==> src/rtl/core/uri_percent_decoder_top_assert.svh <==
// Assertion macros for the URI percent decoder top level.
`ifndef URI_PERCENT_DECODER_TOP_ASSERT_SVH
`define URI_PERCENT_DECODER_TOP_ASSERT_SVH

// Same-cycle implication, sampled on clk and disabled while rst_n is low.
`define UPD_ASSERT_NOW(label, ante, cons, msg) \
    label: assert property (@(posedge clk) disable iff (!rst_n) (ante) |-> (cons)) \
        else $error(msg);

// Next-cycle implication, sampled on clk and disabled while rst_n is low.
`define UPD_ASSERT_NEXT(label, ante, cons, msg) \
    label: assert property (@(posedge clk) disable iff (!rst_n) (ante) |=> (cons)) \
        else $error(msg);

`endif

==> src/rtl/core/upd_pkg.sv <==
// Shared types and constants of the URI percent decoder.
`timescale 1ns / 1ps

package upd_pkg;

    localparam logic [7:0] PERCENT_CHAR = 8'h25;
    localparam int QUEUE_DEPTH = 4;
    localparam int QUEUE_AW = $clog2(QUEUE_DEPTH);

    typedef struct packed {
        logic [7:0] in_byte;
        logic       in_last;
    } upd_in_t;

    typedef struct packed {
        logic [7:0] out_byte;
        logic       end_of_string;
        logic       malformed;
    } upd_out_t;

    // Escape parser phase.
    typedef enum logic [1:0] {
        PH_PLAIN,
        PH_PCT,
        PH_HEX1
    } upd_phase_t;

    // One job handed from the front to the back: up to four result bytes.
    // cnt holds the number of bytes minus one; bytes[0] goes out first.
    typedef struct packed {
        logic [3:0][7:0] bytes;
        logic [1:0]      cnt;
        logic            last;
        logic            malformed;
    } upd_job_t;

    typedef struct packed {
        logic full;
        logic empty;
    } upd_qstat_t;

endpackage

==> src/rtl/core/upd_front.sv <==
// Front end: accepts input beats, parses escapes and UTF-8 sequences, builds jobs.
`timescale 1ns / 1ps

module upd_front
    import upd_pkg::*;
(
    input  logic       clk,
    input  logic       rst_n,
    input  logic       cfg_valid,
    input  logic       cfg_data,
    input  logic       in_valid,
    output logic       in_ready,
    input  upd_in_t    in_data,
    input  upd_qstat_t q_stat,
    output logic       push,
    output upd_job_t   push_job
);

    function automatic logic [4:0] hex_value(input logic [7:0] c);
        logic [4:0] r;
        begin
            if (c >= 8'h30 && c <= 8'h39) begin
                r = 5'(c - 8'h30);
            end else if (c >= 8'h41 && c <= 8'h46) begin
                r = 5'(c - 8'h41 + 8'd10);
            end else if (c >= 8'h61 && c <= 8'h66) begin
                r = 5'(c - 8'h61 + 8'd10);
            end else begin
                r = 5'd16;
            end
            return r;
        end
    endfunction

    function automatic logic is_reserved(input logic [7:0] v);
        begin
            return v == 8'h3B || v == 8'h2F || v == 8'h3F || v == 8'h3A ||
                   v == 8'h40 || v == 8'h26 || v == 8'h3D || v == 8'h2B ||
                   v == 8'h24 || v == 8'h2C || v == 8'h23;
        end
    endfunction

    function automatic logic is_cont(input logic [7:0] v);
        begin
            return v[7:6] == 2'b10;
        end
    endfunction

    // Well-formedness of a complete sequence of n bytes.
    function automatic logic seq_ok(input logic [3:0][7:0] s, input logic [2:0] n);
        logic [20:0] cp;
        logic        ok;
        begin
            cp = '0;
            ok = 1'b0;
            case (n)
                3'd2: begin
                    cp = {10'd0, s[0][4:0], s[1][5:0]};
                    ok = is_cont(s[1]) && cp >= 21'h80;
                end
                3'd3: begin
                    cp = {5'd0, s[0][3:0], s[1][5:0], s[2][5:0]};
                    ok = is_cont(s[1]) && is_cont(s[2]) && cp >= 21'h800 &&
                         (cp < 21'hD800 || cp > 21'hDFFF);
                end
                3'd4: begin
                    cp = {s[0][2:0], s[1][5:0], s[2][5:0], s[3][5:0]};
                    ok = is_cont(s[1]) && is_cont(s[2]) && is_cont(s[3]) &&
                         cp >= 21'h10000 && cp <= 21'h10FFFF;
                end
                default: ok = 1'b0;
            endcase
            return ok;
        end
    endfunction

    logic            preserve_reg;
    upd_phase_t      phase_reg, phase_next;
    logic [7:0]      first_reg, first_next;
    logic [3:0][7:0] seq_reg, seq_next;
    logic [2:0]      count_reg, count_next;
    logic [1:0]      cont_reg, cont_next;
    logic            discard_reg, discard_next;

    logic            accept;
    logic [7:0]      b;
    logic            last;
    logic [4:0]      hv_b;
    logic [4:0]      hv_first;
    logic [7:0]      v;
    logic [3:0][7:0] seq_cur;
    logic            fail;
    logic            emit;

    assign in_ready = !q_stat.full;
    assign accept   = in_valid && in_ready;
    assign b        = in_data.in_byte;
    assign last     = in_data.in_last;
    assign hv_b     = hex_value(b);
    assign hv_first = hex_value(first_reg);
    assign v        = {hv_first[3:0], hv_b[3:0]};

    // Sequence bytes as they stand once the current escape is stored.
    always_comb
    begin
        seq_cur = seq_reg;
        seq_cur[count_reg[1:0]] = v;
    end

    always_comb
    begin
        phase_next   = phase_reg;
        first_next   = first_reg;
        seq_next     = seq_reg;
        count_next   = count_reg;
        cont_next    = cont_reg;
        discard_next = discard_reg;
        fail         = 1'b0;
        emit         = 1'b0;
        push_job     = '0;
        push_job.last = last;

        if (accept) begin
            if (discard_reg) begin
                if (last) begin
                    discard_next = 1'b0;
                end
            end else begin
                unique case (phase_reg)
                    PH_PLAIN: begin
                        if (b != PERCENT_CHAR) begin
                            if (cont_reg != 2'd0) begin
                                fail = 1'b1;
                            end else begin
                                emit = 1'b1;
                                push_job.bytes[0] = b;
                            end
                        end else begin
                            phase_next = PH_PCT;
                            fail = last;
                        end
                    end
                    PH_PCT: begin
                        if (hv_b[4] || last) begin
                            fail = 1'b1;
                        end else begin
                            first_next = b;
                            phase_next = PH_HEX1;
                        end
                    end
                    PH_HEX1: begin
                        if (hv_b[4]) begin
                            fail = 1'b1;
                        end else begin
                            phase_next = PH_PLAIN;
                            if (cont_reg != 2'd0) begin
                                seq_next   = seq_cur;
                                count_next = count_reg + 3'd1;
                                cont_next  = cont_reg - 2'd1;
                                if (cont_reg == 2'd1) begin
                                    if (!seq_ok(seq_cur, count_reg + 3'd1)) begin
                                        fail = 1'b1;
                                    end else begin
                                        emit = 1'b1;
                                        push_job.bytes = seq_cur;
                                        push_job.cnt   = count_reg[1:0];
                                        count_next     = 3'd0;
                                    end
                                end else begin
                                    fail = last;
                                end
                            end else if (!v[7]) begin
                                emit = 1'b1;
                                if (preserve_reg && is_reserved(v)) begin
                                    push_job.bytes[0] = PERCENT_CHAR;
                                    push_job.bytes[1] = first_reg;
                                    push_job.bytes[2] = b;
                                    push_job.cnt      = 2'd2;
                                end else begin
                                    push_job.bytes[0] = v;
                                end
                            end else begin
                                // Lead byte: its leading ones give the length.
                                seq_next[0] = v;
                                count_next  = 3'd1;
                                fail        = last;
                                if (v[7:5] == 3'b110) begin
                                    cont_next = 2'd1;
                                end else if (v[7:4] == 4'b1110) begin
                                    cont_next = 2'd2;
                                end else if (v[7:3] == 5'b11110) begin
                                    cont_next = 2'd3;
                                end else begin
                                    fail = 1'b1;
                                end
                            end
                        end
                    end
                    default: phase_next = PH_PLAIN;
                endcase

                if (fail) begin
                    push_job           = '0;
                    push_job.last      = 1'b1;
                    push_job.malformed = 1'b1;
                end

                if (fail || (emit && last)) begin
                    phase_next   = PH_PLAIN;
                    first_next   = '0;
                    count_next   = '0;
                    cont_next    = '0;
                    discard_next = fail && !last;
                end
            end
        end
    end

    assign push = accept && (fail || emit);

    always_ff @(posedge clk or negedge rst_n)
    begin
        if (!rst_n) begin
            preserve_reg <= 1'b0;
            phase_reg    <= PH_PLAIN;
            first_reg    <= '0;
            count_reg    <= '0;
            cont_reg     <= '0;
            discard_reg  <= 1'b0;
        end else begin
            if (cfg_valid) begin
                preserve_reg <= cfg_data;
            end
            phase_reg   <= phase_next;
            first_reg   <= first_next;
            count_reg   <= count_next;
            cont_reg    <= cont_next;
            discard_reg <= discard_next;
        end
    end

    // Sequence bytes are only read after being written in the same sequence.
    always_ff @(posedge clk)
    begin
        seq_reg <= seq_next;
    end

endmodule

==> src/rtl/core/upd_queue.sv <==
// Short job queue between the front end and the back end.
`timescale 1ns / 1ps

module upd_queue
    import upd_pkg::*;
(
    input  logic       clk,
    input  logic       rst_n,
    input  logic       push,
    input  upd_job_t   push_job,
    input  logic       pop,
    output upd_job_t   head_job,
    output upd_qstat_t stat
);

    upd_job_t            entry_reg [QUEUE_DEPTH];
    logic [QUEUE_AW-1:0] wptr_reg, wptr_next;
    logic [QUEUE_AW-1:0] rptr_reg, rptr_next;
    logic [QUEUE_AW:0]   level_reg, level_next;

    assign stat.full  = level_reg == (QUEUE_AW + 1)'(QUEUE_DEPTH);
    assign stat.empty = level_reg == '0;
    assign head_job   = entry_reg[rptr_reg];

    always_comb
    begin
        wptr_next  = push ? wptr_reg + 1'b1 : wptr_reg;
        rptr_next  = pop ? rptr_reg + 1'b1 : rptr_reg;
        level_next = level_reg;
        if (push && !pop) begin
            level_next = level_reg + 1'b1;
        end else if (pop && !push) begin
            level_next = level_reg - 1'b1;
        end
    end

    always_ff @(posedge clk or negedge rst_n)
    begin
        if (!rst_n) begin
            wptr_reg  <= '0;
            rptr_reg  <= '0;
            level_reg <= '0;
        end else begin
            wptr_reg  <= wptr_next;
            rptr_reg  <= rptr_next;
            level_reg <= level_next;
        end
    end

    always_ff @(posedge clk)
    begin
        if (push) begin
            entry_reg[wptr_reg] <= push_job;
        end
    end

endmodule

==> src/rtl/core/upd_back.sv <==
// Back end: unrolls queued jobs into output beats behind an output register.
`timescale 1ns / 1ps

module upd_back
    import upd_pkg::*;
(
    input  logic       clk,
    input  logic       rst_n,
    input  upd_job_t   head_job,
    input  upd_qstat_t q_stat,
    output logic       pop,
    output logic       out_valid,
    input  logic       out_ready,
    output upd_out_t   out_data
);

    logic [1:0] idx_reg, idx_next;
    logic       valid_reg, valid_next;
    upd_out_t   data_reg, data_next;
    logic       load;
    logic       final_byte;

    assign load       = !q_stat.empty && (!valid_reg || out_ready);
    assign final_byte = idx_reg == head_job.cnt;
    assign pop        = load && final_byte;

    always_comb
    begin
        idx_next   = idx_reg;
        valid_next = valid_reg;
        data_next  = data_reg;
        if (load) begin
            valid_next              = 1'b1;
            data_next.out_byte      = head_job.bytes[idx_reg];
            data_next.end_of_string = head_job.last && final_byte;
            data_next.malformed     = head_job.malformed;
            idx_next                = final_byte ? 2'd0 : idx_reg + 2'd1;
        end else if (out_ready) begin
            valid_next = 1'b0;
        end
    end

    always_ff @(posedge clk or negedge rst_n)
    begin
        if (!rst_n) begin
            idx_reg   <= '0;
            valid_reg <= 1'b0;
        end else begin
            idx_reg   <= idx_next;
            valid_reg <= valid_next;
        end
    end

    always_ff @(posedge clk)
    begin
        data_reg <= data_next;
    end

    assign out_valid = valid_reg;
    assign out_data  = data_reg;

endmodule

==> src/rtl/core/uri_percent_decoder_top.sv <==
// Top level of the streaming URI percent decoder.
//
//   Channel   Direction  Handshake             Beat contents
//   cfg       in         cfg_valid/cfg_ready   cfg_data: preserve_reserved
//   in        in         in_valid/in_ready     in_data: in_byte, in_last
//   out       out        out_valid/out_ready   out_data: out_byte, end_of_string, malformed
//
// One input beat is taken every cycle while the four-entry job queue has room.
// An input beat that yields results is written as a job into the queue, then
// loaded into the output register, which sends one result beat per cycle while
// out_ready allows; a preserved reserved escape or a UTF-8 sequence keeps it busy
// for all of its bytes. That single-beat output register sets the result rate.
// rst_n clears all control state asynchronously; no clearing pass is needed.
// A stall on out_ready fills the queue, and only then is in_ready dropped.
`timescale 1ns / 1ps
`include "uri_percent_decoder_top_assert.svh"

module uri_percent_decoder_top
    import upd_pkg::*;
(
    input  logic     clk,
    input  logic     rst_n,
    input  logic     cfg_valid,
    output logic     cfg_ready,
    input  logic     cfg_data,
    input  logic     in_valid,
    output logic     in_ready,
    input  upd_in_t  in_data,
    output logic     out_valid,
    input  logic     out_ready,
    output upd_out_t out_data
);

    logic       q_push;
    logic       q_pop;
    upd_job_t   push_job;
    upd_job_t   head_job;
    upd_qstat_t q_stat;

    // The preserve_reserved register can take a write in any cycle.
    assign cfg_ready = 1'b1;

    // The front end parses escapes and validates UTF-8 sequences; each input
    // beat that produces output pushes one job of up to four bytes.
    upd_front u_front (
        .clk       (clk),
        .rst_n     (rst_n),
        .cfg_valid (cfg_valid),
        .cfg_data  (cfg_data),
        .in_valid  (in_valid),
        .in_ready  (in_ready),
        .in_data   (in_data),
        .q_stat    (q_stat),
        .push      (q_push),
        .push_job  (push_job)
    );

    // The queue lets the front keep taking beats while the back drains jobs.
    upd_queue u_queue (
        .clk      (clk),
        .rst_n    (rst_n),
        .push     (q_push),
        .push_job (push_job),
        .pop      (q_pop),
        .head_job (head_job),
        .stat     (q_stat)
    );

    // The back end walks the bytes of the head job into the output register.
    upd_back u_back (
        .clk       (clk),
        .rst_n     (rst_n),
        .head_job  (head_job),
        .q_stat    (q_stat),
        .pop       (q_pop),
        .out_valid (out_valid),
        .out_ready (out_ready),
        .out_data  (out_data)
    );

    // A malformed result is a single zero byte that closes the string.
    `UPD_ASSERT_NOW(a_malformed_ends, out_valid && out_data.malformed,
        out_data.end_of_string && out_data.out_byte == 8'd0,
        "malformed beat must end the string with a zero byte")

    // A malformed job carries exactly one byte.
    `UPD_ASSERT_NOW(a_malformed_single, q_push && push_job.malformed,
        push_job.cnt == 2'd0 && push_job.last,
        "malformed job must hold one final byte")

    // Nothing reaches the output without a queued job behind it.
    `UPD_ASSERT_NEXT(a_no_phantom_beat, q_stat.empty && !out_valid,
        !out_valid, "output beat appeared with an empty queue")

endmodule

==> config.mk <==
export PLATFORM = sky130hd
export DESIGN_NAME = uri_percent_decoder_top
export DESIGN_NICKNAME = d
export VERILOG_FILES = /design/src/rtl/core/upd_pkg.sv /design/src/rtl/core/upd_front.sv /design/src/rtl/core/upd_queue.sv /design/src/rtl/core/upd_back.sv /design/src/rtl/core/uri_percent_decoder_top.sv
export VERILOG_INCLUDE_DIRS = /design/src /design/src/rtl/core
export SDC_FILE = /design/constraint.sdc
export NUM_CORES = 1
export LEC_CHECK = 0
export BUFFER_PORTS_ARGS = -buffer_cell sky130_fd_sc_hd__buf_2
export CAP_MARGIN = 40
export CORE_MARGIN = 2
export CORE_UTILIZATION = 56
export DETAILED_ROUTE_END_ITERATION = 8
export PLACE_DENSITY_LB_ADDON = 0.08
export SYNTH_ARGS = -nofsm -noshare
export SYNTH_HDL_FRONTEND = slang
export SYNTH_SLANG_ARGS = --single-unit
==> constraint.sdc <==
create_clock -name clk -period 5.1 [get_ports clk]
set_clock_uncertainty 0.05 [all_clocks]
set_input_delay 0.51 -clock clk [delete_from_list [all_inputs] [get_ports clk]]
set_output_delay 0.51 -clock clk [all_outputs]
set_load 0.01 [all_outputs]
==> flow_metrics.tcl, run 1 <==
set metrics [dict create \
    antenna_cells 0 \
    power_density_mw_per_mm2 449.4 \
    period_needed_ns 4.614 \
    rsz0062_at_grt "no" \
    route.vias.total 6714 \
    first_pass_iters 5 \
    grt.overflow.total 0 \
    combPwrFrac_pct 22.9 \
    setup_ws_ns 0.4858 \
    syn_avg_cell_area_um2 14.08 \
    timing.fmax_mhz 216.7 \
    postPlaceCellArea_mm2 0.01094 \
    rows 49 \
    ant_nets 0 \
    grt_pass1_wl_mm 40.01 \
    die_h_um 140.0 \
    ys.flop_type "edfxtp_1" \
    cts_root_buffer "clkbuf_16" \
    crit_type "reg -> reg" \
    use_met3_pct 2.974 \
    violations "negative hold slack" \
    dieArea_mm2 0.01959 \
    whs_ns -0.0007307 \
    largest_reg_flops 144 \
    syn_nets 771 \
    ys_seq_area_share_pct 60.48 \
    status "complete, but fails checks" \
    wire_per_inst_um 25.23 \
    die_w_um 140.0 \
    grt_usage_pct 26.94 \
    p_sw_share_pct 27.51 \
    layout-area-overhead-vs-synth_pct 12.70 \
    grt_use_met1_pct 38.00 \
    max_cap_violations 0 \
    cts_max_path_buffers 3 \
    relSlewSlack_pct 39.03 \
    final_hold_viol_count 4 \
    critPathMaxFanout 10 \
    cts_buffers 22 \
    final.period_utilization_pct 90.47 \
    arrival_ns 4.98 \
    syn-cell-area_mm2 0.01035 \
    p_sw_mw 1.443 \
    vias_per_cell 6.531 \
    design_area_mm2 0.01167 \
    power_leakage_nw 4.006 \
    wl_mm 25.94 \
    postCtsSetupRepairBufs 0 \
    htree_levels 1 \
    start_util_pct 57.43 \
    busiest_layer "met2" \
    grt_util_met2_pct 43.85 \
    worst_slew_pin_slew_ns 0.9146 \
    cts_resized 0 \
    async_flop_share_pct 12.68 \
    antenna_found_initial 0 \
    nets 819 \
    p_seq_share_pct 47.2 \
    holdCritPathClass "in -> async" \
    grt_pass1_vias 6771 \
    cp.required_ns 5.47 \
    p_int_mw 3.801 \
    io_pins 28 \
    setup-violations-final 0 \
    drc 0 \
    core_mm2 0.01802 \
    synth-edff-count 186 \
    fin_util_pct 64.73 \
    hpwl_mm 17.73 \
    syn_inst 735 \
    hold_buffers 0 \
    drt_iter0_drc 409 \
    yosysUniqueCellTypes 81 \
    slew_violations 0 \
    drive_gt1_share_pct 24.53 \
    timing.setup.tns_ns 0 \
    place.gp.congestion 1.036 \
    cts_tree "yes" \
    insertion_delay_ns 0.50 \
    synth_seq_cells 213 \
    reg2reg_depth 19 \
    ys.warnings.count 0 \
    start_kind "flip-flop" \
    cts.reportedPaths.clkPinSlew_ns 0.06 \
    dp_slack_ns 0.3106 \
    cp-end-kind "flip-flop" \
    grt_max_degree 37 \
    portBuffers 26 \
    max-vdd-ir-drop_mv 0.3915 \
    clock_sinks 213 \
    pwr-share-clk_pct 29.9 \
]
worst max-delay path, cell delays in order, from the launching register on:
cell and delay [ns]:
dfrtp_2 0.50, inv_1 0.17, ha_1 0.25, o21bai_1 0.27, a211oi_1 0.18, a31oi_1 0.19, buf_4 0.25, a21oi_1 0.15
nor3_1 0.39, a21oi_1 0.12, a22o_1 0.24, o31ai_1 0.37, a211oi_1 0.16, nor2_1 0.12, ha_1 0.20, inv_1 0.07
fa_1 0.42, xor2_1 0.16, nor2_1 0.11, xor2_1 0.15
cell families after synthesis:
kind of cell,Yosys count,share of synthesized area [%]
XOR/XNOR,8,0.6768
AO/OA/AOI/OAI,169,12.22
adder cells (fa/ha/maj),21,2.611
flip-flops,213,60.48
other,1,0.03622
AND/OR/NAND/NOR,195,9.645
buffers and inverters,62,2.453
multiplexers,66,11.88
cell type report:
type | count | area [um^2]
Timing Repair Buffer | 61 | 417.9
Clock inverter | 13 | 123.9
Tap cell | 229 | 286.5
Multi-Input combinational cell | 460 | 3891
Clock buffer | 27 | 590.6
Inverter | 25 | 93.84
Fill cell | 1338 | 6357
Sequential cell | 213 | 6264
metrics by stage:
stage	std cells	hold slack [ns]	total power, mW
floorplan	735	0.1644	3.349
global placement	988	0.4271	3.674
detailed placement	988	0.4397	3.711
CTS	1028	0.007596	5.289
global route	1028	0.05112	5.458
finish	1028	-0.0007307	5.244
power groups by stage:
stage	clock (mW)	combinational (mW)	sequential, mW
floorplan	0	0.948	2.40
global placement	0	1.19	2.49
detailed placement	0	1.20	2.51
CTS	1.59	1.21	2.48
global route	1.66	1.29	2.51
finish	1.57	1.20	2.47
final timing paths:
check	start	to	slack [ns]
worst min-delay path	rst_n	u_front.first_reg[1]$_DFFE_PN0P_	-0.0007
worst max-delay path	u_front.first_reg[0]$_DFFE_PN0P_	u_queue.level_reg[2]$_DFFE_PN0P_	0.49
max in group asynchronous	rst_n	u_queue.rptr_reg[0]$_DFFE_PN0P_	4.51
worst max register to register	u_front.first_reg[0]$_DFFE_PN0P_	u_queue.level_reg[2]$_DFFE_PN0P_	0.49
min in group clk	cfg_valid	u_front.preserve_reg$_DFFE_PN0P_	0.15
worst min register to register	u_queue.level_reg[2]$_DFFE_PN0P_	u_queue.level_reg[2]$_DFFE_PN0P_	0.46
placed cells by master, fill, tap and decap left out, types with 5 or more instances in the layout:
| cell type | Yosys | final |
|---|---|---|
| edfxtp_1 | 186 | 186 |
| nor2_1 | 53 | 49 |
| nand2_1 | 48 | 48 |
| mux4_2 | 44 | 44 |
| a21oi_1 | 37 | 37 |
| buf_4 | 1 | 33 |
| buf_2 | 2 | 26 |
| inv_1 | 25 | 25 |
| dfrtp_1 | 27 | 25 |
| clkbuf_16 | 0 | 23 |
| o21ai_0 | 22 | 22 |
| ha_1 | 20 | 20 |
| mux2_2 | 15 | 15 |
| nand3_1 | 14 | 14 |
| nor3_1 | 12 | 12 |
| and3_1 | 11 | 11 |
| a21oi_2 | 10 | 10 |
| a31oi_1 | 9 | 9 |
| a22o_1 | 9 | 9 |
| mux2i_1 | 7 | 7 |
| nand2b_1 | 7 | 7 |
| a22oi_1 | 8 | 7 |
| a32oi_1 | 7 | 7 |
| a21o_1 | 6 | 6 |
| xnor2_1 | 6 | 6 |
| or2_2 | 6 | 6 |
| o32ai_1 | 6 | 6 |
| nand4_1 | 6 | 6 |
| and2_1 | 5 | 5 |
| a211oi_1 | 6 | 5 |
| o31ai_1 | 5 | 5 |
| nor4_1 | 5 | 5 |
routing by layer:
metal	wire length, um	up-vias	part of all wire, %
li1	-	3002	-
met1	11110	3379	43
met2	12470	272	48
met3	1350	61	5.2
met4	1004	0	3.9
met5	0	-	0
Yosys cell counts (7+ instances only):
cell type	count	area (um^2)
inv_1	25	93.84
dfrtp_1	27	675.7
nand3_1	14	70.07
o21ai_0	22	110.1
a21oi_2	10	87.58
and3_1	11	68.82
ha_1	20	250.2
nor2_1	53	198.9
a32oi_1	7	61.31
nor3_1	12	60.06
nand2b_1	7	43.79
nand2_1	48	180.2
clkbuf_1	28	105.1
edfxtp_1	186	5585
mux4_2	44	991.0
mux2_2	15	168.9
mux2i_1	7	70.07
a22oi_1	8	60.06
a21oi_1	37	185.2
a22o_1	9	78.83
a31oi_1	9	56.30
(Power assumes the default switching activity.)
==> run 2, diff against run 1 <==
--- a/config.mk
+++ b/config.mk
@@ -11,7 +11,8 @@
 export CORE_MARGIN = 2
 export CORE_UTILIZATION = 56
 export DETAILED_ROUTE_END_ITERATION = 8
-export PLACE_DENSITY_LB_ADDON = 0.08
+export PLACE_DENSITY_LB_ADDON = 0.3
 export SYNTH_ARGS = -nofsm -noshare
 export SYNTH_HDL_FRONTEND = slang
+export SYNTH_HIERARCHICAL = 1
 export SYNTH_SLANG_ARGS = --single-unit
==> run 2 against run 1 <==
Against the previous run:
- the flow now finishes without violations
- total power is 1.6% higher
- flip-flop and latch count stayed put
- cell area is 2.9% lower
- worst hold slack better by 0.20 ns
- fmax is 1.3% higher
- combinational power is 5% higher
- synthesized area is 1.5% lower
- count of clock-buffer cells in the layout is 2 higher
- via count is 5.8% lower
- non-clock buffer count is 15 lower
- critical path type unchanged
- largest power group unchanged
==> flow_metrics.tcl, run 2 <==
set metrics [dict create \
    status "complete, no violations" \
    insertion_delay_ns 0.50 \
    max-vdd-ir-drop_mv 0.4149 \
    crit_slowest_cell "dfrtp_1" \
    p_sw_mw 1.431 \
    final_cell_mix "186 x edfxtp_1, 45 x nand2_1, 45 x a21oi_1" \
    fillers 1328 \
    setup-violations-final 0 \
    io_pins 28 \
    antenna_cells 0 \
    ys_seq_area_share_pct 61.38 \
    power_density_mw_per_mm2 470.3 \
    cp.required_ns 5.47 \
    max_cap_violations 0 \
    worst_slew_pin_slew_ns 0.8490 \
    p_seq_share_pct 45.5 \
    cts_max_path_buffers 3 \
    final_hold_viol_count 0 \
    power_leakage_nw 3.925 \
    wl_mm 23.26 \
    yosysTopAreaCellShare_pct 54.75 \
    layout-area-overhead-vs-synth_pct 11.09 \
    clock_sinks 213 \
    start_kind "flip-flop" \
    cts.reportedPaths.clkPinSlew_ns 0.06 \
    first_pass_iters 5 \
    p_sw_share_pct 26.85 \
    dp_slack_ns 0.3650 \
    timing.fmax_mhz 219.6 \
    drc 0 \
    cts_tree "yes" \
    synth_seq_cells 213 \
    setup_ws_ns 0.5465 \
    ant_nets 0 \
    wire_per_inst_um 23.64 \
    portBuffers 26 \
    start_util_pct 56.98 \
    combPwrFrac_pct 23.7 \
    rows 49 \
    synth-edff-count 186 \
    pwr-share-clk_pct 30.8 \
    die_h_um 139.0 \
    timing.setup.tns_ns 0 \
    grt_pass1_wl_mm 36.85 \
    slew_violations 0 \
    place.gp.congestion 0.9543 \
    synth_area_leaders "edfxtp_1 55%, mux4_2 9.5%, dfrtp_1 6.6%" \
    layout_commonest_cell "edfxtp_1" \
    crit_chain "inv_1 > ha_1 > nor3b_2 > nor3_4 > a311o_1 > nor4_1 > xnor2_1 > o221ai_2 > a21boi_1 > nor2_1 > a21oi_1 > ha_1 > inv_1 > fa_1 > xor2_1 > nor2_1 > xor2_1" \
    p_int_mw 3.898 \
    ys.flop_type "edfxtp_1" \
    relSlewSlack_pct 43.40 \
    syn_nets 737 \
    yosysUniqueCellTypes 89 \
    core_mm2 0.01790 \
    critPathMaxFanout 8 \
    grt_pass1_vias 6423 \
    arrival_ns 4.92 \
    syn-cell-area_mm2 0.01020 \
    synth_commonest_cells "186 x edfxtp_1, 46 x nor2_1, 45 x a21oi_1, 45 x nand2_1, 43 x mux4_2" \
    route.vias.total 6327 \
    die_w_um 139.0 \
    critPathMaxStageDelay_ns 0.45 \
    ys.warnings.count 6 \
    grt_usage_pct 24.59 \
    antenna_found_initial 0 \
    rsz0062_at_grt "no" \
    postCtsSetupRepairBufs 0 \
    async_flop_share_pct 12.68 \
    cts_buffers 22 \
    largest_reg_flops 144 \
    period_needed_ns 4.553 \
    final.period_utilization_pct 89.28 \
    hpwl_mm 15.64 \
    syn_inst 703 \
    dieArea_mm2 0.01931 \
    reg2reg_depth 17 \
    fin_util_pct 63.30 \
    syn_avg_cell_area_um2 14.51 \
    holdCritPathClass "in -> reg" \
    cp-end-kind "flip-flop" \
    drt_iter0_drc 532 \
    yosys.area.top_type "edfxtp_1" \
    drive_gt1_share_pct 22.52 \
    vias_per_cell 6.430 \
    htree_levels 1 \
    synth_most_common_cell "edfxtp_1" \
    grt.overflow.total 0 \
    grt_max_degree 37 \
    crit_type "reg -> reg" \
    hold_depth 2 \
    nets 773 \
    cts_root_buffer "clkbuf_16" \
]
## run 2: cell count changes in the layout (fill, tap and decap cells not counted), moves of 6 or more
cell     previous run  this run
mux2_2             15         9
inv_1              25        33
a22o_1              9         1
a21oi_2            10         2
buf_4              33        15
a21oi_1            37        45
a32oi_1             7         0
## run 2: metrics by stage
step	std cells	area (um^2)	total power, mW	hold WS, ns
floorplan	703	10200	3.384	0.1644
finish	984	11330	5.329	0.1987
CTS	984	11330	5.387	0.1867
detailed placement	943	10560	3.729	0.4420
global route	984	11330	5.570	0.2034
global placement	943	10560	3.661	0.4236
## run 2: final timing paths
kind                                                        from                               end  slack (ns)
max in group asynchronous                                  rst_n   u_queue/rptr_reg[0]$_DFFE_PN0P_        4.03
min in group asynchronous                                  rst_n   u_queue/wptr_reg[0]$_DFFE_PN0P_        0.51
worst min register to register  u_front/count_reg[2]$_DFFE_PN0P_  u_front/count_reg[2]$_DFFE_PN0P_        0.46
worst max-delay path            u_front/first_reg[1]$_DFFE_PN0P_  u_queue/level_reg[2]$_DFFE_PN0P_        0.55
worst min-delay path                                    cfg_data  u_front/preserve_reg$_DFFE_PN0P_        0.20
worst max register to register  u_front/first_reg[1]$_DFFE_PN0P_  u_queue/level_reg[2]$_DFFE_PN0P_        0.55
## run 2: kinds of logic after synthesis
family,count (synthesis),synth area share [%]
flops,213,61.38
simple gates,187,9.935
compound gates,145,10.19
buf+inv,67,3.704
mux,59,11.37
fa+ha+maj,19,2.404
xor+xnor,11,0.9444
other cells,2,0.07362
## run 2: cell type report
cell class / instances / area [um^2] / share of cell area (%)
repair buffers: 46 / 332.8 / 2.937
flip-flops and latches: 213 / 6262 / 55.26
well taps: 229 / 286.5 / 2.528
inverters: 33 / 123.9 / 1.093
clock buffers: 29 / 618.1 / 5.454
multi-input cells: 423 / 3570 / 31.50
clock inverters: 11 / 138.9 / 1.226
## run 2: per-layer routing
metal | up-vias | GRT usage [%] | share of wire [%]
li1 | 2824 | - | -
met1 | 3186 | 35.83 | 43
met2 | 287 | 39.02 | 48
met3 | 30 | 4.109 | 7.1
met4 | 0 | 6.911 | 1.7
met5 | - | 0 | 0
## run 2: power by group through the flow
stage | Clock [mW] | Combinational [mW] | Sequential (mW)
final | 1.64 | 1.26 | 2.43
after CTS | 1.67 | 1.28 | 2.43
after detailed placement | 0 | 1.26 | 2.47
after global placement | 0 | 1.22 | 2.44
after floorplan | 0 | 0.978 | 2.41
after global routing | 1.75 | 1.36 | 2.46
## run 2: worst max-delay path, delay by kind of cell (launching register included)
| family | cells | cell delay, ns |
|---|---|---|
| flops | 1 | 0.45 |
| xor+xnor | 3 | 0.57 |
| buf+inv | 2 | 0.21 |
| fa+ha+maj | 3 | 0.84 |
| compound gates | 4 | 1.24 |
| simple gates | 5 | 1.09 |
## run 2: timing repair
item                                    in CTS  in global routing
gates resized for setup                      0                  1
endpoints found under the setup margin       0                  1
endpoints found under the hold margin       27                  0
hold buffers                                 1                  0
